`config.mk`:
```
export PLATFORM = sky130hd
export DESIGN_NAME = tmics_cell_eval
export DESIGN_NICKNAME = d
export VERILOG_FILES = /design/src/hdl/tmics_pkg.sv /design/src/hdl/tmics_cell_eval.sv
export SDC_FILE = /design/constraint.sdc
export NUM_CORES = 1
export LEC_CHECK = 0
export BUFFER_PORTS_ARGS = -buffer_cell sky130_fd_sc_hd__buf_2
export CORE_AREA = 4 4 80 82
export DETAILED_ROUTE_END_ITERATION = 16
export DIE_AREA = 0 0 84 86
export PLACE_DENSITY = 0.49
export SLEW_MARGIN = 20
export SYNTH_ARGS = -nofsm -noshare
export SYNTH_HDL_FRONTEND = slang
export SYNTH_SLANG_ARGS = --single-unit
export TNS_END_PERCENT = 10
```
`constraint.sdc`:
```
create_clock -name vclk -period 18.2
set_input_delay 0.91 -clock vclk [all_inputs]
set_output_delay 0.91 -clock vclk [all_outputs]
set_load 0.02 [all_outputs]
```
`src/hdl/tmics_pkg.sv`:
```
`default_nettype none
package tmics_pkg;

	localparam int MaxWidthDefault = 1024;
	localparam int CellW = 8;
	localparam int CoordW = 10;
	localparam int CfgDataW = 11;
	localparam int CfgIndexW = 2;

	localparam logic [CfgDataW-1:0] MapWidthReset = 11'd1024;
	localparam logic [CfgDataW-1:0] MapHeightReset = 11'd1024;
	localparam logic SmoothEnReset = 1'b1;
	localparam logic [CfgDataW-1:0] MinHeight = 11'd2;
	localparam logic [CfgDataW-1:0] MaxHeight = 11'd1024;

	typedef enum logic [CfgIndexW-1:0] {
		REG_MAP_WIDTH = 2'd0,
		REG_MAP_HEIGHT = 2'd1,
		REG_SMOOTH_EN = 2'd2
	} reg_index_t;

	// center and neighbor values read from the line buffers for one cell
	typedef struct packed {
		logic [CellW-1:0] b;
		logic [CellW-1:0] right;
		logic [CellW-1:0] up;
	} line_rd_t;

	typedef struct packed {
		logic take;
		logic smooth_we;
	} line_ctrl_t;

	typedef struct packed {
		logic [CoordW-1:0] x;
		logic [CoordW-1:0] y;
		logic [CellW-1:0] value;
		logic frame_done;
	} result_t;

endpackage
`default_nettype wire

```
`src/hdl/tmics_cell_eval.sv`:
```
`default_nettype none
module tmics_cell_eval (
	input wire tmics_pkg::line_rd_t rd,
	input wire logic [tmics_pkg::CellW-1:0] left,
	input wire logic [tmics_pkg::CellW-1:0] down,
	input wire logic interior,
	output logic [tmics_pkg::CellW-1:0] value
);
	logic [tmics_pkg::CellW-1:0] nb [4];
	logic [2:0] same;
	logic [2:0] lo;
	logic [2:0] hi;

	always_comb begin
		nb[0] = left;
		nb[1] = rd.right;
		nb[2] = rd.up;
		nb[3] = down;
		same = '0;
		lo = '0;
		hi = '0;
		for (int i = 0; i < 4; i++) begin
			if (nb[i] == rd.b) begin
				same = same + 3'd1;
			end else if (nb[i] < rd.b) begin
				lo = lo + 3'd1;
			end else begin
				hi = hi + 3'd1;
			end
		end
		// with no equal neighbor all four differ, so some count is nonzero
		value = rd.b;
		if (interior && same == 3'd0) begin
			if (hi > lo) begin
				value = rd.b + 8'd1;
			end else begin
				value = rd.b - 8'd1;
			end
		end
	end
endmodule
`default_nettype wire
```
==> flow_metrics.py, run 1 <==
metrics = {
    "outcome": {
        "status": "finished, final reports clean",
    },
    "placed_design": {
        "place.gp.congestion": 0.782,
        "dp_hpwl_um": 3880,
        "io_buffers": 49,
    },
    "global_routing": {
        "grt_util_met3_pct": 1.44,
        "met2_usage_pct": 21.9,
        "grt_pass1_wl_um": 7000,
        "antenna_found_initial": 0,
        "use_met1_pct": 13.8,
        "gr-total-overflow": 0,
        "grt_pass1_vias": 1532,
        "grt_max_degree": 10,
        "track_usage_pct": 11.4,
        "grt.busiest_layer": "met2",
    },
    "logic_synthesis": {
        "synth_fp_nets": 293,
        "synth_top_cell_area_share_pct": 38.1,
        "synth_cell_types": 44,
        "yosys-top-cells-area": "ha_1 (38%), a21oi_1 (5.7%), xnor2_1 (4.7%)",
        "yosysWarnings": 0,
        "synth_cells": 200,
        "synth_area_per_cell_um2": 8.37,
        "yosysSeqAreaShare_pct": 0,
        "yosysTopAreaCell": "ha_1",
        "synth.cell_area_um2": 1670,
    },
    "sta": {
        "setup_violations": 0,
        "grt_setup_unrepaired": "no",
        "slew_violations": 0,
        "slew_headroom_pct": 54.3,
        "hold_viol": 0,
        "setup_tns_ns": 0,
        "max_freq_ghz": 0.136,
        "finalCriticalPeriod_ns": 7.35,
        "worst_slew_pin_slew_ns": 0.679,
        "fin_crit_sh_pct": 40.4,
    },
    "cells_and_area": {
        "seq_cells": 0,
        "area_growth_pct": 19.7,
        "seq_area_um2": 0,
        "multiInputGateArea_um2": 1590,
        "drive_gt1_share_pct": 25.8,
        "final_util_pct": 34.9,
        "n_fill_cell": 621,
        "nClkBuffers": 0,
        "n_antenna_cell": 0,
        "final_net_count": 343,
    },
    "routing": {
        "drtIter0Drc": 21,
        "wl_per_cell_um": 13.0,
        "drcViolationCount": 0,
        "via_per_inst": 4.77,
        "num_vias": 1541,
        "antenna_left": 0,
        "first_pass_iters": 3,
        "wirelength_um": 4190,
    },
    "floorplanning": {
        "core_area_um2": 5750,
        "dieArea_um2": 7220,
        "initial_core_util_pct": 29.1,
        "num_rows": 28,
        "die_w_um": 84,
        "boundaryPins": 49,
        "die_y_um": 86,
    },
    "clock_tree": {
        "post_cts_buffers": 0,
        "ctsResizeCount": 0,
        "ctsHoldBuffers": 0,
    },
    "pwr": {
        "p_leak_nw": 1.03,
        "peakVddDrop_uv": 67.7,
        "p_total_w": 0.000244,
        "p_per_area_nw_per_um2": 122,
    },
    "critical_path": {
        "path_class": "in2out",
        "slowest_stage": "o41ai_1",
        "crit_fanout": 9,
        "max_stage_delay_ns": 0.37,
        "crit_arrival_ns": 6.44,
        "cpMostUsedCell": "ha_1",
        "crit_required_ns": 17.29,
        "end_kind": "output pin",
        "worst_setup_path_start_kind": "input pin",
    },
    "run": {
        "maxCapViolations": 0,
    },
    "worst_hold_path": {
        "min_path_type": "in2out",
    },
}
report_power, final:
group	switching, W	total [W]	internal [W]
clock network	0	0	0
logic	0.000130	0.000244	0.000114
registers	0	0	0
worst max-delay path: cells and delay by family:
family | cells | cell delay, ns
multiplexers | 2 | 0.53
XOR/XNOR | 2 | 0.28
AO/OA/AOI/OAI | 6 | 1.19
adder cells (fa/ha/maj) | 6 | 1.72
buffers and inverters | 4 | 0.62
AND/OR/NAND/NOR | 6 | 1.18
logic make-up after synthesis:
| logic type | synth area share (%) |
|---|---|
| simple gates | 18.9 |
| fa+ha+maj | 39.3 |
| compound gates | 21.0 |
| buf+inv | 4.78 |
| xor+xnor | 8.60 |
| mux | 7.40 |
stage by stage:
stage	cell area, µm²	worst slack [ns]	cells	hold slack (ns)
6_report	2000	10.85	323	2.21
3_3_place_gp	2000	10.88	323	2.22
2_1_floorplan	1670	10.89	200	1.95
3_5_place_dp	2000	10.81	323	2.22
4_1_cts	2000	10.80	323	2.22
5_1_grt	2000	10.49	323	2.24
layout make-up:
| cell class | instances | share of cell area (%) |
|---|---|---|
| Multi-Input combinational cell | 181 | 79.5 |
| Timing Repair Buffer | 50 | 12.6 |
| Tap cell | 75 | 4.68 |
| Inverter | 17 | 3.18 |
Yosys cell counts (6+ instances only):
master   number
ha_1         51
a21oi_1      19
inv_1        17
nand2_1      13
xnor2_1       9
nor2_1        8
mux2i_1       6
nand4_1       6
o21ai_0       6
per-layer routing:
metal,up-vias,routed length [µm],share of wire [%]
li1,839,-,-
met3,4,198,4.7
met2,34,2000,48
met4,0,57,1.4
met5,-,0,0
met1,664,1930,46
path summary, 6_finish.rpt:
kind / slack [ns] / start / to / depth (start not counted)
max: 10.85 / rd[17] / value[7] / 26
min: 2.21 / rd[19] / value[3] / 3
cells in the final DEF, fill, tap and decap left out, types with 2 or more instances in the layout:
cell type,count
o21ai_0,6
nand2_1,13
xnor2_1,9
nand3_1,4
buf_2,49
mux2_4,2
or2_1,2
a21o_1,5
nand4_1,6
nor2b_1,5
xor2_1,3
a21oi_1,19
mux2i_1,6
o21a_1,5
mux2_2,3
and2_1,2
nand2b_1,2
nor3_1,5
inv_1,17
ha_1,51
nor2_1,8
o211ai_1,4
(Power assumes the default switching activity.)
==> run 2, diff against run 1 <==
clock period = 7.1 ns   (was 18.2 ns; I/O delays follow)
==> run 2 against run 1 <==
Effect of this change: first-iteration DRC count rose by 9.5%; global-route usage is 0.24 points higher; largest cell class unchanged; core utilization stayed put; routed wire length decreased by 0.17%; total power grew to 2.6 times the previous value; combinational power increased to 2.6 times the previous value; sequential share of layout area did not move; critical path depth unchanged; final area stayed put; die area unchanged; via count down 0.52%; non-clock buffer count stayed put.
==> flow_metrics.py, run 2 (same netlist as run 1, synthesis figures left out) <==
metrics = {
    "cells_and_area": {
        "layout_common_cells": "ha_1 (51), buf_2 (49), a21oi_1 (19), inv_1 (17), nand2_1 (13)",
        "stdcell_count": 323,
        "area_growth_pct": 19.7,
        "drive_gt1_share_pct": 25.8,
        "seq_area_um2": 0,
        "final_net_count": 343,
        "finalInstanceArea_um2": 2000,
        "seq_cells": 0,
        "n_fill_cell": 644,
        "layout_commonest_cell": "ha_1",
        "multiInputGateArea_um2": 1590,
        "nClkBuffers": 0,
        "n_antenna_cell": 0,
    },
    "floorplanning": {
        "num_rows": 28,
        "core_area_um2": 5750,
        "initial_core_util_pct": 29.1,
        "die_y_um": 86,
        "dieArea_um2": 7220,
        "boundaryPins": 49,
        "die_w_um": 84,
    },
    "global_routing": {
        "grt_pass1_vias": 1594,
        "antenna_found_initial": 0,
        "track_usage_pct": 11.7,
        "grt_max_degree": 10,
        "gr-total-overflow": 0,
        "grt_pass1_wl_um": 7180,
    },
    "worst_hold_path": {
        "holdPathStages": 3,
        "whs_endpoint": "value[3]",
        "hold_path.startpoint": "rd[19]",
        "min_path_type": "in2out",
    },
    "critical_path": {
        "path_class": "in2out",
        "cpMostUsedCell": "ha_1",
        "crit_arrival_ns": 5.87,
        "max_stage_delay_ns": 0.35,
        "crit_required_ns": 6.74,
        "end_kind": "output pin",
        "critical_path_buf_inv_count": 4,
        "crit_fanout": 9,
        "crit_family": "adder cells",
        "worst_setup_path_start_kind": "input pin",
        "slowest_stage": "o41ai_1",
    },
    "pwr": {
        "p_per_area_nw_per_um2": 311,
        "p_leak_nw": 1.03,
        "peakVddDrop_uv": 155,
    },
    "sta": {
        "hold_viol": 0,
        "grt_setup_unrepaired": "no",
        "max_freq_ghz": 0.161,
        "slew_violations": 0,
        "slew_headroom_pct": 60.5,
        "fin_crit_sh_pct": 87.6,
        "holdWs_ns": 1.10,
        "setup_violations": 0,
        "worst_slew_pin_slew_ns": 0.586,
        "finalCriticalPeriod_ns": 6.22,
        "setup_tns_ns": 0,
    },
    "placed_design": {
        "io_buffers": 49,
        "placed_cells": 323,
        "placed_cell_area_um2": 2000,
        "dp_hpwl_um": 3890,
        "place.gp.congestion": 0.765,
    },
    "routing": {
        "via_per_inst": 4.75,
        "wirelength_um": 4180,
        "first_pass_iters": 4,
        "drcViolationCount": 0,
        "drtIter0Drc": 23,
        "antenna_left": 0,
        "maxUsedRoutingLayer": "met3",
        "num_vias": 1533,
        "wl_met1_um": 1970,
        "wl_per_cell_um": 12.9,
        "route.met3.wl_um": 143,
        "met2_length_um": 2070,
    },
    "clock_tree": {
        "ctsResizeCount": 0,
        "post_cts_buffers": 0,
        "ctsHoldBuffers": 0,
    },
    "outcome": {
        "status": "finished, final reports clean",
    },
    "run": {
        "maxCapViolations": 0,
    },
}
## run 2: cell type report
cell class | count | share of cell area, %
repair buffers | 50 | 12.6
well taps | 75 | 4.68
inverters | 17 | 3.18
multi-input cells | 181 | 79.5
## run 2: how the worst max path moves through the flow
stage | start | to | slack, ns | cells past startpoint
final | rd[17] | value[7] | 0.88 | 26
after detailed placement | rd[17] | value[7] | 0.81 | 26
after global routing | rd[17] | value[7] | 0.27 | 26
after CTS | rd[17] | value[7] | 0.80 | 26
after global placement | rd[19] | value[7] | 0.95 | 26
after floorplan | rd[18] | value[7] | 0.90 | 23
## run 2: stage by stage
step | utilization, % | worst slack, ns | power (W)
4_1_cts | 34.9 | 0.796 | 0.000633
6_report | 34.9 | 0.877 | 0.000624
5_1_grt | 34.9 | 0.270 | 0.000706
3_3_place_gp | 34.9 | 0.950 | 0.000626
2_1_floorplan | - | 0.897 | 0.000481
3_5_place_dp | 34.9 | 0.809 | 0.000631
## run 2: power breakdown
group	internal [W]	total (W)	switching [W]
logic	0.000291	0.000624	0.000332
clock network	0	0	0
registers	0	0	0
## run 2: routing by layer
layer / global-route usage [%] / vias up
met3: 0.672 / 0
met4: 0 / 0
met2: 23.3 / 28
met5: 0 / -
li1: - / 838
met1: 14.5 / 667
==> run 3, diff against run 2 <==
RECOVER_POWER = 50   (was not set)
==> run 3 against run 2 <==
Effect of this change: global-route usage unchanged; fmax hardly changed; die area unchanged; first-iteration DRC count stayed put; core utilization barely moved; largest power group unchanged.
==> flow_metrics.py, run 3 (same netlist as run 1, synthesis figures left out) <==
metrics = {
    "sta": {
        "setup_violations": 0,
        "max_freq_ghz": 0.161,
        "hold_viol": 0,
        "grt_setup_unrepaired": "no",
        "setup_tns_ns": 0,
        "finalCriticalPeriod_ns": 6.22,
        "worst_slew_pin_slew_ns": 0.586,
        "slew_violations": 0,
        "fin_crit_sh_pct": 87.6,
        "slew_headroom_pct": 60.5,
    },
    "cells_and_area": {
        "final_util_pct": 34.9,
        "layout_commonest_cell": "ha_1",
        "nClkBuffers": 0,
        "drive_gt1_share_pct": 25.4,
        "area_growth_pct": 19.7,
        "seq_cells": 0,
        "final_net_count": 343,
        "seq_area_um2": 0,
        "n_fill_cell": 645,
        "layout_common_cells": "ha_1 (51), buf_2 (48), a21oi_1 (19), inv_1 (17), nand2_1 (13)",
        "n_antenna_cell": 0,
    },
    "global_routing": {
        "grt_pass1_wl_um": 7180,
        "antenna_found_initial": 0,
        "track_usage_pct": 11.7,
        "gr-total-overflow": 0,
        "grt_max_degree": 10,
        "grt_pass1_vias": 1594,
    },
    "floorplanning": {
        "dieArea_um2": 7220,
        "num_rows": 28,
        "core_area_um2": 5750,
        "die_w_um": 84,
        "die_y_um": 86,
        "initial_core_util_pct": 29.1,
        "boundaryPins": 49,
    },
    "routing": {
        "antenna_left": 0,
        "drcViolationCount": 0,
        "via_per_inst": 4.75,
        "first_pass_iters": 4,
        "drtIter0Drc": 23,
        "wirelength_um": 4180,
        "wl_per_cell_um": 12.9,
        "num_vias": 1533,
    },
    "clock_tree": {
        "ctsResizeCount": 0,
        "post_cts_buffers": 0,
        "ctsHoldBuffers": 0,
    },
    "critical_path": {
        "slowest_stage": "o41ai_1",
        "crit_arrival_ns": 5.87,
        "max_stage_delay_ns": 0.35,
        "cpMostUsedCell": "ha_1",
        "crit_fanout": 9,
        "critical_path_buf_inv_count": 4,
        "end_kind": "output pin",
        "path_class": "in2out",
        "worst_setup_path_start_kind": "input pin",
        "crit_required_ns": 6.74,
        "crit_family": "adder cells",
    },
    "pwr": {
        "peakVddDrop_uv": 155,
        "p_leak_nw": 1.03,
        "p_per_area_nw_per_um2": 310,
    },
    "placed_design": {
        "dp_hpwl_um": 3890,
        "io_buffers": 49,
        "place.gp.congestion": 0.765,
    },
    "outcome": {
        "status": "finished, final reports clean",
    },
    "run": {
        "maxCapViolations": 0,
    },
    "worst_hold_path": {
        "min_path_type": "in2out",
    },
}
[run 3: cell count changes in the layout (fill, tap and decap cells not counted)]
cell / previous run / this run
or2_1: 2 / 1
buf_2: 49 / 48
clkbuf_1: 0 / 1
or2_0: 0 / 1
[run 3: layout make-up]
| cell class | count | area, µm² | area share, % |
|---|---|---|---|
| Timing Repair Buffer | 50 | 251 | 12.6 |
| Tap cell | 75 | 93.8 | 4.68 |
| Multi-Input combinational cell | 181 | 1590 | 79.6 |
| Inverter | 17 | 63.8 | 3.19 |
[run 3: routing by layer]
metal | part of all wire, % | up-vias | global-route usage, %
li1 | - | 838 | -
met1 | 47 | 667 | 14.5
met2 | 49 | 28 | 23.3
met3 | 3.4 | 0 | 0.672
met4 | 0 | 0 | 0
met5 | 0 | - | 0
[run 3: through the flow]
stage          instances  worst slack (ns)  hold WS (ns)  power (W)  cell area [µm²]
2_1_floorplan        200             0.897         0.838   0.000481             1670
3_3_place_gp         323             0.950          1.11   0.000626             2000
3_5_place_dp         323             0.809          1.10   0.000631             2000
4_1_cts              323             0.796          1.11   0.000633             2000
5_1_grt              323             0.270          1.13   0.000704             2000
6_report             323             0.877          1.10   0.000622             2000
[run 3: final timing paths]
check    from        to  cells past startpoint
min    rd[19]  value[3]                      3
max    rd[17]  value[7]                     26
[run 3: where the power goes]
group / internal [W] / switching, W / total (W)
Combinational: 0.000289 / 0.000333 / 0.000622
Sequential: 0 / 0 / 0
Clock: 0 / 0 / 0
